--- src/rtl/core/cmif_pkg.sv ---
// Shared constants for the cross median image filter.
// No dependencies; imported by cmif_median5 and the top level.
package cmif_pkg;

   // Operand count of the cross neighborhood: up, left, center, right, down.
   localparam int CROSS_TAPS = 5;

   // Input word kinds carried on req_tuser.
   localparam logic OP_PIXEL = 1'b0;
   localparam logic OP_FLUSH = 1'b1;

   // Configuration register indexes.
   localparam logic CSR_IMAGE_WIDTH  = 1'b0;
   localparam logic CSR_IMAGE_HEIGHT = 1'b1;

   localparam int CSR_DATA_W = 16;
   localparam int IMG_WIDTH_W = 11;
   localparam int IMG_HEIGHT_W = 16;

   typedef logic [IMG_WIDTH_W-1:0]  img_width_type;
   typedef logic [IMG_HEIGHT_W-1:0] img_height_type;

   localparam img_width_type  IMG_WIDTH_RESET  = 11'd640;
   localparam img_height_type IMG_HEIGHT_RESET = 16'd480;

endpackage

--- src/rtl/core/cmif_median5.sv ---
// Five-input median network and the result output register.
// Depends on cmif_pkg for the tap count.
module cmif_median5 #(
   parameter int PIXEL_BITS = 8
) (
   input  logic                                   clock,
   input  logic                                   reset,
   input  logic                                   in_valid,
   output logic                                   in_ready,
   input  logic [cmif_pkg::CROSS_TAPS-1:0][PIXEL_BITS-1:0] in_taps,
   input  logic                                   in_last,
   output logic                                   out_valid,
   input  logic                                   out_ready,
   output logic [PIXEL_BITS-1:0]                  out_median,
   output logic                                   out_last
);
   import cmif_pkg::*;

   logic [CROSS_TAPS-1:0][PIXEL_BITS-1:0] v;
   logic [PIXEL_BITS-1:0] t;
   logic                  valid_ff;
   logic                  valid_in;
   logic [PIXEL_BITS-1:0] median_ff;
   logic                  last_ff;

   // Seven compare-exchange steps; the middle slot ends up holding the median.
   always_comb begin
      v = in_taps;
      t = '0;
      if (v[0] > v[1]) begin t = v[0]; v[0] = v[1]; v[1] = t; end
      if (v[3] > v[4]) begin t = v[3]; v[3] = v[4]; v[4] = t; end
      if (v[0] > v[3]) begin t = v[0]; v[0] = v[3]; v[3] = t; end
      if (v[1] > v[4]) begin t = v[1]; v[1] = v[4]; v[4] = t; end
      if (v[1] > v[2]) begin t = v[1]; v[1] = v[2]; v[2] = t; end
      if (v[2] > v[3]) begin t = v[2]; v[2] = v[3]; v[3] = t; end
      if (v[1] > v[2]) begin t = v[1]; v[1] = v[2]; v[2] = t; end
   end

   assign in_ready = !valid_ff || out_ready;

   always_comb begin
      valid_in = valid_ff;
      if (in_valid && in_ready) begin
         valid_in = 1'b1;
      end else if (out_ready) begin
         valid_in = 1'b0;
      end
   end

   always_ff @(posedge clock) begin
      if (reset) begin
         valid_ff <= 1'b0;
      end else begin
         valid_ff <= valid_in;
      end
   end

   always_ff @(posedge clock) begin
      if (in_valid && in_ready) begin
         median_ff <= v[2];
         last_ff   <= in_last;
      end
   end

   assign out_valid  = valid_ff;
   assign out_median = median_ff;
   assign out_last   = last_ff;

endmodule

--- config.mk ---
export PLATFORM = sky130hd
export DESIGN_NAME = cmif_median5
export DESIGN_NICKNAME = d
export VERILOG_FILES = /design/src/rtl/core/cmif_pkg.sv /design/src/rtl/core/cmif_median5.sv
export SDC_FILE = /design/constraint.sdc
export NUM_CORES = 1
export LEC_CHECK = 0
export BUFFER_PORTS_ARGS = -buffer_cell sky130_fd_sc_hd__buf_2
export CELL_PAD_IN_SITES_DETAIL_PLACEMENT = 0
export CELL_PAD_IN_SITES_GLOBAL_PLACEMENT = 1
export CORE_MARGIN = 10
export CORE_UTILIZATION = 47
export CTS_CLUSTER_DIAMETER = 120
export CTS_CLUSTER_SIZE = 20
export DETAILED_ROUTE_END_ITERATION = 10
export MAX_ROUTING_LAYER = met4
export PLACE_DENSITY = 0.91
export SLEW_MARGIN = 20
export SYNTH_ARGS = -nofsm -noshare
export SYNTH_HDL_FRONTEND = slang
export SYNTH_SLANG_ARGS = --single-unit
--- constraint.sdc ---
create_clock -name clock -period 25.6 [get_ports clock]
set_input_delay 3.84 -clock clock [delete_from_list [all_inputs] [get_ports clock]]
set_output_delay 3.84 -clock clock [all_outputs]
set_load 0.05 [all_outputs]
Yosys cells after proc, flatten, opt, wreduce, memory -nomap -nowiden

Cells that the tools add are included.

Flip-flop bits (word level): 10
Word-level logic and storage cells: 23
Output and inout bits: 11
Bits of input ports: 45

Multiplexer cells: 9
Reductions and logical operators: 4
$lt $le $gt $ge: 7

Operator list:

| kind              | number |
|---|---|
| $mux 16           | 4 |
| $gt 8x8->1        | 7 |
| $mux 8            | 3 |
| $mux 1            | 2 |
| $reduce_bool 2->1 | 1 |
| $logic_and 1x1->1 | 1 |
| $logic_not 1->1   | 1 |
| $logic_or 1x1->1  | 1 |

Depth between registers and ports, before layout

Gate-level depths: netlist (run 1).

Word-level depth: 10
Depth in mapped cells: 40
Mapped depth without buffers: 35

Least setup slack after synthesis (run 1)

No wires, ideal clock.

Kind: input to register
Start point: in in_taps[13] in the netlist's numbering
End point: reg median_ff[6], in the netlist out_median[6] (data pin)
Path slack: 14.459 ns
Path buffers: 6
Data required time: 25.470 ns
Stages: 38
Arrival time: 11.011 ns
Library setup time: 0.130 ns
Cell sequence: inv_1 -> ha_1 -> a211o_1 -> o211ai_2 -> nand2b_1 -> clkbuf_8 -> o21a_1 -> buf_2 -> nand2_1 -> nand2_1 -> ha_1 -> and3_4 -> a221o_1 -> o211a_4 -> buf_6 -> a32oi_1 -> ha_1 -> nor2b_1 -> [2 not listed] -> o21ai_2 -> clkbuf_8 -> mux2_2 -> ha_1 -> nand4_1 -> a21oi_1 -> o22a_1 -> clkbuf_8 -> mux2i_1 -> ha_1 -> a21o_1 -> a21oi_1 -> o211ai_1 -> nand2_1 -> or4b_1 -> clkbuf_1 -> o22ai_1 -> a221o_2

RTL lines:

| item                 | line               | RTL |
|---|---|---|
| start, declared      | cmif_median5.sv:10 | `input logic [cmif_pkg::CROSS_TAPS-1:0][PIXEL_BITS-1:0] in_taps,` |
| end signal, assigned | cmif_median5.sv:60 | `median_ff <= v[2];` |
| end, declared        | cmif_median5.sv:23 | `logic [PIXEL_BITS-1:0] median_ff;` |

==> flow_summary_export.csv, run 1 <==
group,metric,value,unit
sta,whs,0.514,ns
global_route,antenna_found_initial,0,
finish,area_growth,8.54,%
yosys,synth_top_area_cell,"ha_1",
pwr,cellPowerDensity,106,nW/um^2
critical_path,worstPathRequired,25.69,ns
finish,final_cells,578,
yosys,yosys_warnings,0,
yosys,async_flop_share,0,
sta,fin_crit,12.68,ns
detailed_routing,drc_errors,0,
yosys,yosysMostFrequentCell,"ha_1",
critical_path,r2r_cells,2,
yosys,mappedNetlistNets,539,
clock_tree,clkLatencyLatePin,0.23,ns
detailed_routing,antenna_left,0,
detailed_routing,post_drt_via_cell_ratio,6.09,
pwr,power,0.394,mW
yosys,yosys_register_bits,10,
global_route,grt_pass1_vias,3346,
pwr,peakVddDrop,0.0532,mV
yosys,synth_area_leaders,"ha_1 20%, mux2i_1 9.6%, edfxtp_1 7.9%, inv_1 4.8%, nand4_1 4.7%",
sta,tightestPinTransition,0.971,ns
yosys,synth_common_cells,"56 x ha_1, 44 x inv_1, 42 x nand2_1, 33 x mux2i_1, 27 x nand3_1",
yosys,synth.avg_cell_area,7.83,um^2
run_status,outcome,"complete, no violations",
finish,drive_gt1_frac,0.200,
critical_path,cpMostUsedCell,"ha_1",
sta,fin_crit_sh,0.495,
yosys,ys.flop_type,"edfxtp_1",
clock_tree,cts_sinks,10,
critical_path,worstSetupStartpoint,"in_taps[6]",
clock_tree,cts_buffers,3,
sta,rsz0062_at_grt,"false",
min_path,hp-class,"reg -> reg",
global_route,grtUsageTotal,0.182,
die,die_x,105,um
placement,port_buffers,55,
detailed_routing,vias,3520,
clock_tree,cts_resized,0,
clock_tree,clock_path_buffers,2,
sta,relSlewSlack,0.353,
critical_path,start_kind,"input port",
pwr,p_leak,1.79,nW
placement,gp_congestion,0.977,
global_route,grt_pass1_wl,16.9,mm
detailed_routing,drtPass1Iterations,5,
job,cap_viol_max_count,0,
critical_path,cpMaxStageDelayCell,"o21ai_2",
critical_path,endpoint,"out_median[1]",
clock_tree,cts_tree,"yes",
placement,place_inst,573,
critical_path,r2r_slack,24.47,ns
sta,maxSlewViolCount,0,
sta,setup_viol,0,
detailed_routing,wire_per_inst,17.7,um
critical_path,arrival,12.77,ns
yosys,seq_area_frac_synth,0.0847,
die,pin_count,56,
finish,post-route-util,0.519,
critical_path,end_kind,"flip-flop",
yosys,synth.distinct_cells,51,
placement,hpwl,8.52,mm
die,die_h,105,um
die,core-area,7180,um^2
die,core.rowCount,31,
die,start_util,0.478,
yosys,syn_area,3430,um^2
global_route,grt_max_degree,27,
critical_path,crit_type,"in -> reg",
critical_path,r2r_end,"out_median[0]",
clock_tree,clockRootBuffer,"clkbuf_8",
clock_tree,h-tree-depth,1,
sta,fin_setup_tns,0,ns
sta,fmax,78.9,MHz
die,die_area,11100,um^2
detailed_routing,drt_iter0_drc,320,
critical_path,cp_max_fo,26,
sta,fin_skew,0.00414,ns
yosys,synth_edf_count,9,
sta,hold_violations,0,
critical_path,slowest_delay,0.76,ns
critical_path,r2r_start,"out_valid",
clock_tree,postCtsSetupRepairBufs,0,
clock_tree,holdBufCountCts,0,
finish,fin_nets,581,
yosys,yosysTopAreaCellShare,0.204,
finish,n_antenna_cell,0,
clock_tree,clkTransAtPathRegs,0.05,ns
detailed_routing,drt-total-wl,10.2,mm
global_route,grt_remaining_overflow,0,
yosys,netlist_instances,438,
final cells by class:
class	instances	area [um^2]
sequential	10	290
clock inverter	1	3.75
tap	99	124
multi-input combinational	365	2810
inverter	44	165
fill	733	3450
timing repair buffer	56	283
clock buffer	3	41.3
sequential cells by signal, summed over array words and instances (netlist names):
signal / flops
out_last: 1
out_median: 8
out_valid: 1
cells in the final DEF (no fill, tap or decap), drive strengths merged, types with 2 or more instances in the layout:
cell / Yosys / layout
nor2b: 7 / 7
nand2: 42 / 42
buf: 6 / 55
a21o: 5 / 5
nand4: 27 / 27
a211o: 2 / 2
a311oi: 8 / 8
mux2: 8 / 8
a221o: 9 / 9
ha: 56 / 56
or2: 3 / 3
inv: 44 / 44
nand3: 27 / 27
o211ai: 18 / 18
nand2b: 3 / 3
nor2: 20 / 20
a32oi: 9 / 9
clkbuf: 13 / 4
edfxtp: 9 / 9
and4: 2 / 2
o22ai: 9 / 9
and3: 17 / 17
a21oi: 27 / 27
o21a: 2 / 2
and2: 9 / 9
o21ai: 16 / 16
mux2i: 34 / 34
cells by family after synthesis:
logic type               share of synthesized area
AND/OR/NAND/NOR                              0.243
AO/OA/AOI/OAI                                0.247
buffers and inverters                       0.0945
adder cells (fa/ha/maj)                      0.204
multiplexers                                 0.127
flip-flops                                  0.0847
worst max-delay path, delay by kind of cell:
family,cells,cell delay (ns)
compound gates,16,4.67
fa+ha+maj,5,1.59
buf+inv,1,0.15
mux,2,0.66
simple gates,8,1.85
metrics by stage:
step / worst slack [ns] / area, um^2
5_1_grt: 12.27 / 3720
3_5_place_dp: 12.72 / 3670
3_3_place_gp: 12.83 / 3670
4_1_cts: 12.93 / 3710
2_1_floorplan: 14.46 / 3430
6_report: 12.92 / 3720
layer usage:
layer | part of all wire | track usage
met1 | 0.46 | 0.246
met2 | 0.44 | 0.282
met3 | 0.082 | 0.0311
met4 | 0.015 | 0.0304
met5 | 0 | -
report_power, final:
group          switching (mW)  leakage, nW  internal (mW)
clock                 0.00585       0.0231         0.0105
sequential            0.00145       0.0965         0.0358
combinational           0.202         1.67          0.138
worst min-delay path by stage:
stage | from | end | slack (ns) | cells past startpoint
2_1_floorplan | out_valid | out_valid | 1.11 | 2
3_3_place_gp | out_valid | out_valid | 0.50 | 2
3_5_place_dp | out_valid | out_valid | 0.51 | 2
4_1_cts | out_valid | out_valid | 0.52 | 2
5_1_grt | out_valid | out_valid | 0.56 | 2
6_report | out_valid | out_valid | 0.51 | 2
No activity file was read; power rests on OpenSTA's default activity.
==> run 2, diff against run 1 <==
--- a/config.mk
+++ b/config.mk
@@ -5,16 +5,17 @@
 export SDC_FILE = /design/constraint.sdc
 export NUM_CORES = 1
 export LEC_CHECK = 0
+export ABC_AREA = 1
 export BUFFER_PORTS_ARGS = -buffer_cell sky130_fd_sc_hd__buf_2
 export CELL_PAD_IN_SITES_DETAIL_PLACEMENT = 0
 export CELL_PAD_IN_SITES_GLOBAL_PLACEMENT = 1
 export CORE_MARGIN = 10
-export CORE_UTILIZATION = 47
+export CORE_UTILIZATION = 36
 export CTS_CLUSTER_DIAMETER = 120
 export CTS_CLUSTER_SIZE = 20
 export DETAILED_ROUTE_END_ITERATION = 10
 export MAX_ROUTING_LAYER = met4
-export PLACE_DENSITY = 0.91
+export PLACE_DENSITY = 0.8
 export SLEW_MARGIN = 20
 export SYNTH_ARGS = -nofsm -noshare
 export SYNTH_HDL_FRONTEND = slang
==> constraint.sdc (replaced) <==
create_clock -name clock -period 10.7 [get_ports clock]
set_input_delay 1.605 -clock clock [delete_from_list [all_inputs] [get_ports clock]]
set_output_delay 1.605 -clock clock [all_outputs]
set_load 0.05 [all_outputs]
==> flow_summary_export.csv, run 2 <==
group,metric,value,unit
pwr,peakVddDrop,0.102,mV
clock_tree,clkLatencyLatePin,0.23,ns
yosys,yosysTopAreaCellShare,0.233,
die,pin_count,56,
clock_tree,clockRootBuffer,"clkbuf_8",
placement,hpwl,7.89,mm
finish,layout_common_cells,"142 x nand2_1, 69 x inv_1, 62 x nand3_1",
critical_path,cpMaxStageDelayCell,"inv_1",
detailed_routing,antenna_left,0,
sta,fmax,114,MHz
global_route,grt_pass1_wl,14.8,mm
yosys,synth_area_leaders,"ha_1 23%, nand2_1 18%, nand3_1 10%, edfxtp_1 9.0%, inv_1 8.6%",
yosys,yosys_register_bits,10,
clock_tree,cts_tree,"yes",
finish,drive_gt1_frac,0.226,
clock_tree,cts_resized,0,
critical_path,slowest_delay,0.57,ns
finish,final_cells,628,
clock_tree,postCtsSetupRepairBufs,0,
finish,post-route-util,0.416,
yosys,synth.avg_cell_area,6.38,um^2
clock_tree,clock_path_buffers,2,
critical_path,end_kind,"flip-flop",
finish,n_antenna_cell,0,
critical_path,crit_type,"in -> reg",
global_route,grt_pass1_vias,3024,
critical_path,start_kind,"input port",
detailed_routing,drt_iter0_drc,195,
yosys,mappedNetlistNets,572,
yosys,yosysMostFrequentCell,"nand2_1",
global_route,grtUsageTotal,0.142,
sta,fin_crit,8.79,ns
sta,fin_setup_tns,0,ns
detailed_routing,drc_errors,0,
critical_path,worstPathRequired,10.68,ns
min_path,hp-class,"reg -> reg",
die,die_h,111,um
sta,maxSlewViolCount,0,
yosys,synth_common_cells,"142 x nand2_1, 69 x inv_1, 62 x nand3_1, 56 x ha_1, 23 x nand2_2",
critical_path,cpMostUsedCell,"nand2_1",
yosys,synth.distinct_cells,31,
yosys,synth_top_area_cell,"ha_1",
detailed_routing,drt-total-wl,8.73,mm
detailed_routing,drtPass1Iterations,5,
pwr,power,0.901,mW
yosys,syn_area,3010,um^2
pwr,cellPowerDensity,265,nW/um^2
clock_tree,clkTransAtPathRegs,0.05,ns
detailed_routing,vias,3094,
sta,setup_viol,0,
sta,hold_violations,0,
yosys,seq_area_frac_synth,0.0966,
finish,fin_nets,625,
run_status,outcome,"complete, no violations",
sta,fin_ws,1.91,ns
clock_tree,holdBufCountCts,0,
die,die_area,12400,um^2
placement,post-place-ws,1.71,ns
yosys,ys.flop_type,"edfxtp_1",
finish,area_growth,13.1,%
finish,mostFrequentLayoutCell,"nand2_1",
pwr,p_leak,1.99,nW
die,core-area,8180,um^2
yosys,yosys_warnings,0,
clock_tree,h-tree-depth,1,
global_route,antenna_found_initial,0,
clock_tree,cts_sinks,10,
placement,dpl_cell_area,3340,um^2
critical_path,cp_max_fo,23,
detailed_routing,post_drt_via_cell_ratio,4.93,
sta,tightestPinTransition,0.809,ns
critical_path,arrival,8.78,ns
sta,whs,0.487,ns
detailed_routing,wire_per_inst,13.9,um
die,core.rowCount,33,
job,cap_viol_max_count,0,
sta,fin_skew,0.00175,ns
sta,rsz0062_at_grt,"false",
yosys,netlist_instances,471,
die,die_x,111,um
die,start_util,0.368,
placement,place_inst,624,
yosys,async_flop_share,0,
sta,relSlewSlack,0.461,
finish,n_fill_cell,891,
finish,largest_reg_flops,8,
placement,port_buffers,55,
placement,gp_congestion,0.884,
sta,fin_crit_sh,0.822,
global_route,grt_max_degree,25,
yosys,synth_edf_count,9,
global_route,grt_remaining_overflow,0,
finish,fin_area,3400,um^2
clock_tree,cts_buffers,3,
run 2: routing by layer:
| metal | vias up | part of all wire | global-route usage | wire (um) |
|---|---|---|---|---|
| li1 | 1656 | - | - | - |
| met1 | 1366 | 0.47 | 0.182 | 4110 |
| met2 | 70 | 0.48 | 0.242 | 4150 |
| met3 | 2 | 0.052 | 0.0193 | 453 |
| met4 | 0 | 0.0024 | 0.0103 | 21 |
| met5 | - | 0 | - | 0 |
run 2: layout make-up:
cell class              count  area [um^2]  area share
inverters                  72          270      0.0795
flip-flops and latches     10          290      0.0854
multi-input cells         382         2380       0.699
repair buffers             55          275      0.0810
well taps                 105          131      0.0386
clock buffers               4         55.1      0.0162
run 2: cell families after synthesis:
logic type / share of synthesized area
adders and majority gates: 0.233
and+or+nand+nor: 0.438
DFF: 0.0966
AOI/OAI and AO/OA: 0.120
buffers and inverters: 0.112
run 2: final timing paths:
check,cells past startpoint,startpoint,slack [ns],to
max,48,in_taps[33],1.91,out_median[0]
max reg2reg,1,out_valid,9.36,out_last
min,2,out_valid,0.49,out_valid
min reg2reg,2,out_valid,0.49,out_valid
run 2: report_power, final:
group / internal (mW) / total, mW / switching, mW / leakage [nW]
clock network: 0.0322 / 0.0454 / 0.0132 / 0.0288
logic: 0.250 / 0.768 / 0.518 / 1.86
registers: 0.0851 / 0.0881 / 0.00307 / 0.0964
run 2: critical path: cells and delay by family:
kind	cells	cell delay (ns)
AO/OA/AOI/OAI	5	1.22
AND/OR/NAND/NOR	30	3.17
adder cells (fa/ha/maj)	5	1.47
buffers and inverters	8	1.29
